**src/design/fsa_pkg.sv**
```systemverilog
// Package for the flow statistics accumulator: transaction types, row layout
// and the constants shared by the controller and the datapath.
// No dependencies.
package fsa_pkg;

	localparam int unsigned ROW_WORDS = 39;
	localparam int unsigned ROW_BITS  = ROW_WORDS * 64;
	localparam logic [63:0] MIN_START = 64'd2147483647;
	localparam logic [7:0]  PSH_MASK  = 8'b0000_1000;
	localparam logic [7:0]  URG_MASK  = 8'b0010_0000;

	// Word positions within a row.
	localparam int unsigned W_FWD_CNT    = 0;
	localparam int unsigned W_BWD_CNT    = 1;
	localparam int unsigned W_MIN_B      = 2;
	localparam int unsigned W_MAX_B      = 3;
	localparam int unsigned W_TTL_B      = 4;
	localparam int unsigned W_FWD_B      = 5;
	localparam int unsigned W_BWD_B      = 8;
	localparam int unsigned W_PREV_TS    = 11;
	localparam int unsigned W_MIN_IAT    = 12;
	localparam int unsigned W_MAX_IAT    = 13;
	localparam int unsigned W_TTL_IAT    = 14;
	localparam int unsigned W_FWD_IAT    = 15;
	localparam int unsigned W_BWD_IAT    = 18;
	localparam int unsigned W_FWD_PSH    = 21;
	localparam int unsigned W_FWD_URG    = 22;
	localparam int unsigned W_BWD_PSH    = 23;
	localparam int unsigned W_BWD_URG    = 24;
	localparam int unsigned W_FLAG0      = 25;
	localparam int unsigned W_FWD_SEG    = 33;
	localparam int unsigned W_BWD_SEG    = 34;
	localparam int unsigned W_FWD_DATA   = 35;
	localparam int unsigned W_BWD_DATA   = 36;
	localparam int unsigned W_FWD_SEGMIN = 37;
	localparam int unsigned W_BWD_SEGMIN = 38;

	// Flag bit counted by each flag counter: FIN SYN RST PSH ACK URG CWR ECE.
	localparam logic [7:0][2:0] FLAG_BIT = {3'd6, 3'd7, 3'd5, 3'd4, 3'd3, 3'd2, 3'd1, 3'd0};

	localparam logic ACT_UPDATE = 1'b0;
	localparam logic ACT_READ   = 1'b1;

	typedef logic [ROW_WORDS-1:0][63:0] row_t;

	typedef struct packed {
		logic        action;
		logic [9:0]  flow_slot;
		logic        first_packet;
		logic        backward_dir;
		logic [15:0] payload_bytes;
		logic [7:0]  flag_bits;
		logic [63:0] arrival_us;
		logic [5:0]  stat_select;
	} in_t;

	typedef struct packed {
		logic [9:0]  read_slot;
		logic [63:0] stat_value;
	} out_t;

	// Commands from the controller to the datapath.
	typedef struct packed {
		logic load;
		logic rd_en;
		logic calc;
		logic wr_en;
	} cmd_t;

	// Status from the datapath to the controller.
	typedef struct packed {
		logic is_read;
		logic in_range;
	} sts_t;

	// Row contents of a new flow.
	function automatic row_t init_row();
		row_t r;
		r = '0;
		r[W_MIN_B]      = MIN_START;
		r[W_FWD_B]      = MIN_START;
		r[W_BWD_B]      = MIN_START;
		r[W_MIN_IAT]    = MIN_START;
		r[W_FWD_IAT]    = MIN_START;
		r[W_BWD_IAT]    = MIN_START;
		r[W_FWD_SEGMIN] = MIN_START;
		r[W_BWD_SEGMIN] = MIN_START;
		return r;
	endfunction

endpackage

```
**src/design/fsa_ctrl.sv**
```systemverilog
// Controller for the flow statistics accumulator: sequences read, compute
// and, for an update, write-back of one row per transaction. Depends on fsa_pkg.
module fsa_ctrl (
	input  logic          clk,
	input  logic          arst_n,
	input  logic          start,
	output logic          busy,
	input  fsa_pkg::sts_t sts,
	output fsa_pkg::cmd_t cmd
);
	import fsa_pkg::*;

	typedef enum logic [1:0] {S_IDLE, S_READ, S_CALC, S_WRITE} state_t;
	state_t state_q;

	// Command decode from the current state.
	always_comb begin
		cmd.load  = (state_q == S_IDLE) && start;
		cmd.rd_en = (state_q == S_READ);
		cmd.calc  = (state_q == S_CALC);
		cmd.wr_en = (state_q == S_WRITE) && sts.in_range;
	end

	// State register and busy flag.
	always_ff @(posedge clk or negedge arst_n) begin
		if (!arst_n) begin
			state_q <= S_IDLE;
			busy    <= 1'b0;
		end else begin
			unique case (state_q)
				S_IDLE: begin
					if (start) begin
						state_q <= S_READ;
						busy    <= 1'b1;
					end
				end
				S_READ: begin
					state_q <= S_CALC;
				end
				S_CALC: begin
					if (sts.is_read) begin
						state_q <= S_IDLE;
						busy    <= 1'b0;
					end else begin
						state_q <= S_WRITE;
					end
				end
				S_WRITE: begin
					state_q <= S_IDLE;
					busy    <= 1'b0;
				end
				default: begin
					state_q <= S_IDLE;
					busy    <= 1'b0;
				end
			endcase
		end
	end
endmodule

```
**config.mk**
```make
export PLATFORM = sky130hd
export DESIGN_NAME = fsa_ctrl
export DESIGN_NICKNAME = d
export VERILOG_FILES = /design/src/design/fsa_pkg.sv /design/src/design/fsa_ctrl.sv
export SDC_FILE = /design/constraint.sdc
export NUM_CORES = 1
export LEC_CHECK = 0
export BUFFER_PORTS_ARGS = -buffer_cell sky130_fd_sc_hd__buf_2
export CAP_MARGIN = 20
export CORE_AREA = 4 4 41 43
export CTS_BUF_LIST = sky130_fd_sc_hd__clkbuf_4
export DETAILED_ROUTE_END_ITERATION = 10
export DIE_AREA = 0 0 45 47
export GPL_TIMING_DRIVEN = 0
export MAX_ROUTING_LAYER = met4
export PLACE_DENSITY = 0.3
export SLEW_MARGIN = 10
export SYNTH_ARGS = -nofsm -noshare
export SYNTH_HDL_FRONTEND = slang
export SYNTH_SLANG_ARGS = --single-unit
```
**constraint.sdc**
```tcl
create_clock -name clk -period 0.8 [get_ports clk]
set_input_delay 0.2 -clock clk [delete_from_list [all_inputs] [get_ports clk]]
set_output_delay 0.2 -clock clk [all_outputs]
set_load 0.02 [all_outputs]
```
### Yosys cells after proc, flatten, opt, wreduce, memory -nomap -nowiden

Cells that the tools add are included.
W data, S select, Z words.

| word-level totals | value |
|---|---|
| register bits | 3 |
| bits of input ports | 5 |
| output and inout port bits | 5 |
| logic and storage cells | 18 |

| operators by class | value |
|---|---|
| equality and inequality tests | 5 |
| mux-type cells | 6 |
| reduce and logical (&&, ||, !) cells | 5 |

Operator list:

| cell | count |
|---|---|
| $pmux W2 S4 | 1 |
| $eq A2 B2 Y1 const B | 2 |
| $mux W2 | 2 |
| $ne A2 B2 Y1 const B | 2 |
| $pmux W1 S3 | 1 |
| $reduce_and A3 Y1 | 1 |
| $reduce_bool A3 Y1 | 1 |
| $eq A2 B1 Y1 const B | 1 |
| $logic_and A1 B1 Y1 | 2 |
| $logic_not A2 Y1 | 1 |
| $mux W1 | 2 |

### Longest topological paths before layout

Gate-level depths: netlist of run 1.

| depth | value |
|---|---|
| depth after elaboration | 3 |
| mapped depth | 3 |
| gate-level depth less buffers | 3 |

### Worst setup path before layout of run 1

OpenSTA, ideal clock, no wires.

| path | value |
|---|---|
| path kind | register to output |
| start point | reg state_q[1] |
| end point | out cmd[3] in the netlist's numbering |
| arrival time | 0.970 ns |
| data required time | 0.600 ns |
| setup slack | -0.370 ns |
| stages on the path, launching flop included | 2 |
| path buffers | 0 |
| cell sequence | dfrtp_1 -> nor3b_1 |

RTL lines:

| element | line | text |
|---|---|---|
| from (decl) | fsa_ctrl.sv:14 | `state_t state_q;` |
| from (signal assigned) | fsa_ctrl.sv:27 | `state_q <= S_IDLE;` |
| from (signal assigned) | fsa_ctrl.sv:33 | `state_q <= S_READ;` |
| from (signal assigned) | fsa_ctrl.sv:38 | `state_q <= S_CALC;` |
| to (decl) | fsa_ctrl.sv:9 | `output fsa_pkg::cmd_t cmd` |

==> results of run 1 <==
## tightest hold or removal path, stage by stage
cell	delay, ns
buf_2	0.11
a21oi_2	0.06
o21ai_2	0.10
## through the flow
stage	setup TNS, ns	utilization, %
6_report	-2.531	26.92
5_1_grt	-2.893	26.92
4_1_cts	-2.305	25.48
3_5_place_dp	-0.9865	17.60
3_3_place_gp	-1.037	17.60
2_1_floorplan	-0.5201	-
## registers in the layout (all words and copies together), names as in the netlist
signal and flops:
state_q 2, busy 1
## final timing paths
path | endpoint | depth (start not counted)
setup reg to reg | state_q[0] | 5
setup / recovery | cmd[1] | 2
hold / removal | busy | 3
max in group asynchronous | state_q[1] | 2
min in group asynchronous | busy | 2
hold reg to reg | state_q[0] | 1
## placed cells by master, fill, tap and decap left out
cell           netlist  routed
a21o_2               1       1
a21oi_2              0       1
and2b_2              1       1
and3_4               0       1
buf_2                0       4
buf_4                0       2
buf_6                0       7
clkbuf_4             0       4
dfrtp_1              3       1
dfrtp_2              0       2
dlygate4sd3_1        0       1
inv_1                2       1
inv_2                0       1
mux2i_1              1       1
nand2_1              1       1
nor2_1               3       2
nor2_2               0       1
nor3b_4              0       1
o21ai_2              0       1
## layout make-up
type                       count  share of cell area [%]
tap                           15                   5.357
clock buffer                   4                   8.571
inverter                       2                   2.143
multi-input combinational     11                   26.43
sequential                     3                   22.14
timing repair buffer          14                   35.36
## metal layers
layer | up-vias | GRT usage (%) | routed length [um]
li1 | 89 | - | -
met1 | 83 | 6.437 | 214
met2 | 9 | 7.062 | 185
met3 | 0 | 5.364 | 67
met4 | 0 | 5.263 | 0
met5 | - | - | 0
## what timing repair did
action / 4_1_cts / 5_1_grt
hold buffers: 1 / 0
setup endpoints to repair: 8 / 8
pin swaps: 2 / 4
gates cloned: 0 / 0
gates resized for setup: 14 / 5
buffers inserted: 3 / 2
endpoints found under the hold margin: 3 / 0
## cells by family after synthesis
kind of cell / count (synthesis) / synth area share [%]
AOI/OAI and AO/OA: 3 / 12.49
buffers and inverters: 2 / 5.002
DFF: 3 / 50.00
muxes: 1 / 6.667
and+or+nand+nor: 7 / 25.84
## power by group through the flow
stage	Clock, mW	Combinational, mW	Sequential, mW
final	0.302	0.743	0.341
after global routing	0.346	0.793	0.352
after CTS	0.316	0.666	0.330
after detailed placement	0	0.392	0.335
after global placement	0	0.394	0.334
after floorplan	0	0.244	0.346
==> results by stage, run 1 <==
Status:
- The run finished, with violations left.
- The final reports fail on setup timing.

Floorplan:
- During I/O placement, the number of pins put on the boundary was 10.
- The number of cell rows is 13.
- The die is 47 um tall.
- The total die area is 0.002115 sq mm.
- The region available for standard cell placement spans 0.001301 sq mm.
- The starting density of the core is 11.54%.
- The width of the die is 45 um.

Setup path:
- The library cell contributing the largest single delay on the critical path is dfrtp_2.
- The startpoint kind of the worst setup timing path is a flop.
- Tracing the worst setup path back leads to its startpoint at state_q[0].
- The endpoint kind of the worst setup timing path is a primary output.
- The setup slack of the worst register-to-register path is -0.36 ns.
- Grouping stages by cell kind, the critical path spends the most delay in flip-flops.
- The largest single stage delay on the critical path is 0.42 ns.
- The worst register-to-register path begins at state_q[1].
- The signal on the critical path passes through and2b_2 > buf_6.
- The critical path start-end classification is reg -> out.
- The worst-path maximum fanout is 6.
- At the worst endpoint, the required time is 0.60 ns.
- Together, buffers and inverters on the worst path number 1.
- At the worst endpoint, the arrival time is 1.02 ns.

Drt:
- In the final routed layout, each cell accounts on average for 9.531 um.
- In the routed design, unresolved DRC markers number 0.
- Detailed routing inserted a total of 181 vias.
- The detail route stage leaves a number of antenna-violating nets equal to 0.
- For this block, the initial DRC count from the detailed router was 0.
- After detailed routing, the number of vias per cell comes to 3.694.
- For this run, the detailed router's first-pass iteration total came to 1.
- The detailed-route wire length is 467 um.

Synthesis:
- The sequential element share of the synthesized area is 50.00%.
- The commonest cells after synthesis are 3 x dfrtp_1, 3 x nor2_1, 2 x inv_1.
- The proportion of synthesized flip-flops having asynchronous set or reset is 100.0%.
- The commonest register cell after synthesis is dfrtp_1.
- During synthesis, Yosys emitted a total of 0 warnings.
- Of the post-synthesis cell area, the dominant cell type holds 50.00%.
- The number of synthesized register bits is 3.
- The number of library cell types mapped by synthesis is 11.
- The mapped netlist covers 150.1 sq um.
- The number of nets produced by synthesis is 21.
- The number of enable flip-flop cells after synthesis is 0.
- Counting every instance in the synthesized netlist gives 16.
- The cell type with the highest aggregate area in the netlist is dfrtp_1.
- Ranked by total cell area, the synthesized netlist is headed by dfrtp_1 50%, nor2_1 7.5%, mux2i_1 6.7%.
- Averaged over all synthesized cells, the footprint is 9.384 sq um.

Finish:
- After routing the design area is 350.3 sq um.
- The combined flip-flop and latch cell area is 77.57 sq um.
- The number of diodes is 0.
- The number of filler cells placed in the layout is 147.
- The final instance count without filler cells is 49.
- Compared with the post-synthesis result, the final layout area differs by 133.3%.
- The area taken by multi-input logic gates is 92.59 sq um.
- The fraction of final layout cells with drive strength greater than 1 is 79.41%.
- The net count of the finished layout is 40.

Clock network:
- TritonCTS built the clock tree.
- Clock-pin slew was measured on the worst setup and hold paths at 0.04 ns.
- The cell at the root of the clock tree is clkbuf_4.
- The number of buffers created by CTS is 3.
- For the worst-skew pair, the clock arrives at the later sink with an insertion delay of 0.23 ns.
- For this design, the sink count on the clock tree is 3.
- CTS built an H-tree with a depth of 1.
- The maximum root-to-sink buffer count is 2.

Place:
- The placement-stage worst setup slack is -0.2186 ns.
- The routability congestion estimate is 0.5628.
- The placed cell count is 40.
- The cell area reported after detailed placement is 229.0 sq um.
- The detailed placer's ending HPWL is 308 um.
- The count of buffers added on input and output ports is 9.

Power and ir drop:
- The completed layout was analyzed and its total power is 1.386 mW.
- Per report_power, the sequential group accounts for 24.6% of the total.
- For this design the total switching power over the nets is 0.5036 mW.
- The total power density per cell area is 3956 mW/mm^2.
- The maximum VDD drop is 0.001596 V.
- The internal power of the cells totals 0.8823 mW.
- The switching power share of the total is 36.34%.
- The logic gate share of total power is 53.6%.
- In this run the static leakage power is 0.1708 nW.
- The share of power burned in the clock network is 21.8%.

Timing:
- Setup repair after global routing could not meet its margin everywhere.
- On the final layout, the worst hold slack is 0.2734 ns.
- The post-layout minimum cycle time is 1.217 ns.
- After layout, the worst path uses 152.1% of the clock period.
- The largest clock skew in the final design is 0.006342 ns.
- The actual transition at the worst max-transition pin is 0.1276 ns.
- Measured against its own limit, the worst slew margin works out to 91.25%.
- The total setup violations reported at the end of the flow is 8.
- The final-report hold violation count came to 0.
- For this run, the top clock speed supported by timing is 821.7 MHz.
- Across all setup checks in the final design, the least slack found is -0.4171 ns.
- The max-slew violation total from the final report is 0.

Worst hold path:
- The path class of the lowest-slack min-delay path is in -> reg.
- The worst hold path begins at start.

Global route:
- The number of global-route vias before repair is 193.
- The largest net degree at the start of global routing is 7.
- The first global-routing pass estimated 807 um of wire.
- In the global route stage, overall resource usage came out at 6.224%.
- The number of antenna violations at the first check in global routing was 0.
- After global routing the overflow that remains totals 0.

Job:
- The count of max-cap constraint violations is 0.
(Power assumes the default switching activity.)
==> run 2: changes to the inputs <==
--- a/config.mk
+++ b/config.mk
@@ -6,9 +6,8 @@
 export NUM_CORES = 1
 export LEC_CHECK = 0
 export BUFFER_PORTS_ARGS = -buffer_cell sky130_fd_sc_hd__buf_2
-export CAP_MARGIN = 20
+export CAP_MARGIN = 10
 export CORE_AREA = 4 4 41 43
-export CTS_BUF_LIST = sky130_fd_sc_hd__clkbuf_4
 export DETAILED_ROUTE_END_ITERATION = 10
 export DIE_AREA = 0 0 45 47
 export GPL_TIMING_DRIVEN = 0
==> run 2 against run 1 <==
Against the previous run: the flow still finishes with violations (setup timing); sequential power hardly changed; critical endpoint unchanged; non-clock buffer count stayed put; count of clock-buffer cells in the layout stayed put; largest power group unchanged; global-route usage stayed put; total power is 2.6% lower; hold slack better by 0.00093 ns.
==> results by stage, run 2 (same netlist as run 1, synthesis figures left out) <==
Setup path:
- The worst register-to-register path has a depth of 5.
- The worst path required time is 0.60 ns.
- STA classifies the critical path endpoint as a primary output.
- Along the worst path, the maximum fanout reaches 6.
- The startpoint identified for the worst register-to-register timing path is state_q[1].
- The startpoint kind of the worst setup timing path is a flop.
- The arrival time reported for the critical path endpoint is 1.02 ns.
- The capturing point of the worst reg2reg path is state_q[0].
- The critical path start-end classification is reg -> out.
- For flop-to-flop paths, the worst setup slack is -0.36 ns.

Timing:
- The setup TNS is -2.524 ns.
- Setup repair after global routing could not meet its margin everywhere.
- At the pin with the least slew margin, the transition time is 0.1276 ns.
- The final-report hold violation count is 0.
- The post-layout minimum cycle time is 1.216 ns.
- The max-slew violation total from the final report is 0.
- The total setup violations reported at the end of the flow is 8.
- The share of the cycle needed by the critical path after routing is 151.9%.
- For the final database, setup skew stands at 0.006827 ns.
- The worst pin sits at a relative slew slack of 91.25%.
- The peak clock frequency supported by timing is 822.7 MHz.
- The slack of the critical path is -0.4155 ns.

Clock network:
- The latest clock arrival within the worst-skew pair is 0.23 ns.
- The longest clock path from root to sink contains 2 buffers.
- TritonCTS created 3 clock buffers.
- TritonCTS built the clock tree.
- CTS placed an instance of clkbuf_4 at the clock tree root.
- The tree built by TritonCTS fans out to 3 sinks.
- CTS built an H-tree with a depth of 1.
- The clock-pin slew on the worst setup and hold paths is 0.04 ns.

Place:
- The congestion estimate from routability-driven global placement came to 0.5628.
- The number of buffer cells added on primary ports is 9.
- The placement-stage worst setup slack is -0.2186 ns.
- Detailed placement finished with a half-perimeter wire length of 308 um.

Power and ir drop:
- The maximum VDD drop is 0.001596 V.
- In this run the power density over the cells is 3897 mW/mm^2.
- For this design the static power due to leakage is 0.1674 nW.
- The sum of internal, switching and leakage power is 1.351 mW.

Drt:
- The average wire per cell in the routed design is 9.469 um.
- The detailed router placed 179 vias in this run.
- The number of iterations in the first detailed-routing pass is 1.
- The number of vias per cell is 3.653.
- The detail route stage leaves a number of antenna-violating nets equal to 0.
- The top routing layer in use is met3.
- The met2 layer wire length in the routed design is 182 um.
- The detailed-route wire length is 464 um.
- The met1 wire length is 214 um.
- The routed design uses 67 um of met3 wire.
- The first routing iteration left 0 violations.
- After detailed routing, the number of remaining DRC violations is 0.

Finish:
- The net count reported at finish is 40.
- The synthesis-to-layout area growth is 130.8%.
- The number of filler cells placed in the layout is 149.
- Of the cells placed in the final design, the portion with a size suffix greater than 1 is 76.47%.
- The register with the most flip-flops in the layout has 2 of them.
- The end-of-flow core utilization is 26.63%.
- The library cell used most frequently in the layout, excluding fill and tap cells, is buf_6.
- Leaving out fill and tap cells, the most frequent cells in the layout are 7 x buf_6, 4 x buf_2, 3 x clkbuf_4.
- More flip-flops sit in one register than any other, and that register is state_q.
- 0 antenna diodes ended up in the layout.
- The largest registers in the layout are state_q x2, busy x1.

Worst hold path:
- The path class of the lowest-slack min-delay path is in -> reg.
- The startpoint identified for the worst hold timing path is start.
- The cell depth of the worst min-delay path is 3.
- The worst hold path terminates at busy.

Floorplan:
- Once the floorplan was initialized, standard cells occupied 11.54% of the core.
- 10 I/O pins were placed.
- The width of the die is 45 um.
- The core region is 0.001301 sq mm.
- The die height is 47 um.
- The total die area is 0.002115 sq mm.
- The number of cell rows is 13.

Global route:
- The aggregate global-route resource usage is 6.224%.
- After global routing the overflow that remains totals 0.
- The number of antenna violations at the first check in global routing came to 0.
- The number of global-route vias before repair came to 193.
- Entering global routing, the biggest net connects 7 pins.
- The first-pass GRT wire length is 807 um.

Job:
- The count of max-cap constraint violations is 0.

Status:
- The checks that failed: setup timing.
- The flow ran to the end, but the final reports show violations.
run 2: cell types whose count changed in the layout (fill, tap and decap cells not counted):
cell	delta
clkbuf_1	+1
clkbuf_4	-1
run 2: report_power, final:
group / switching (mW) / internal, mW
Clock: 0.0803 / 0.187
Sequential: 0.113 / 0.228
Combinational: 0.309 / 0.434
run 2: critical path, cell delays in order (launching register included):
cell and delay (ns):
dfrtp_2 0.42, and2b_2 0.24, buf_6 0.12
run 2: layer usage:
| metal | track usage (%) | vias up |
|---|---|---|
| met5 | - | - |
| met2 | 7.062 | 9 |
| met4 | 5.263 | 0 |
| li1 | - | 89 |
| met3 | 5.364 | 0 |
| met1 | 6.437 | 81 |
run 2: worst max path at each step:
stage,start,end,slack [ns],cells past startpoint
final,state_q[0],cmd[1],-0.42,2
after global routing,state_q[0],cmd[1],-0.48,2
after CTS,state_q[1],cmd[1],-0.41,2
after detailed placement,state_q[0],cmd[1],-0.22,2
after global placement,state_q[0],cmd[1],-0.22,2
after floorplan,state_q[0],cmd[3],-0.12,1
run 2: cell type report:
class                      count  area (sq um)  share of cell area [%]
clock buffer                   4         26.28                   7.581
inverter                       2         7.507                   2.166
tap                           15         18.77                   5.415
timing repair buffer          14         123.9                   35.74
sequential                     3         77.57                   22.38
multi-input combinational     11         92.59                   26.71
run 2: metrics by stage:
stage	cell area, sq um	cells	hold slack [ns]
2_1_floorplan	165.2	16	-0.09559
3_3_place_gp	229.0	40	-0.004220
3_5_place_dp	229.0	40	-0.002341
4_1_cts	327.8	48	0.2619
5_1_grt	346.6	49	0.2760
6_report	346.6	49	0.2744
run 2: what timing repair did:
item | in CTS | in global routing
hold buffers | 1 | 0
endpoints found under the hold margin | 3 | 0
resized for setup | 14 | 5
pin swaps | 2 | 4
buffers inserted | 3 | 2
setup endpoints to repair | 8 | 8
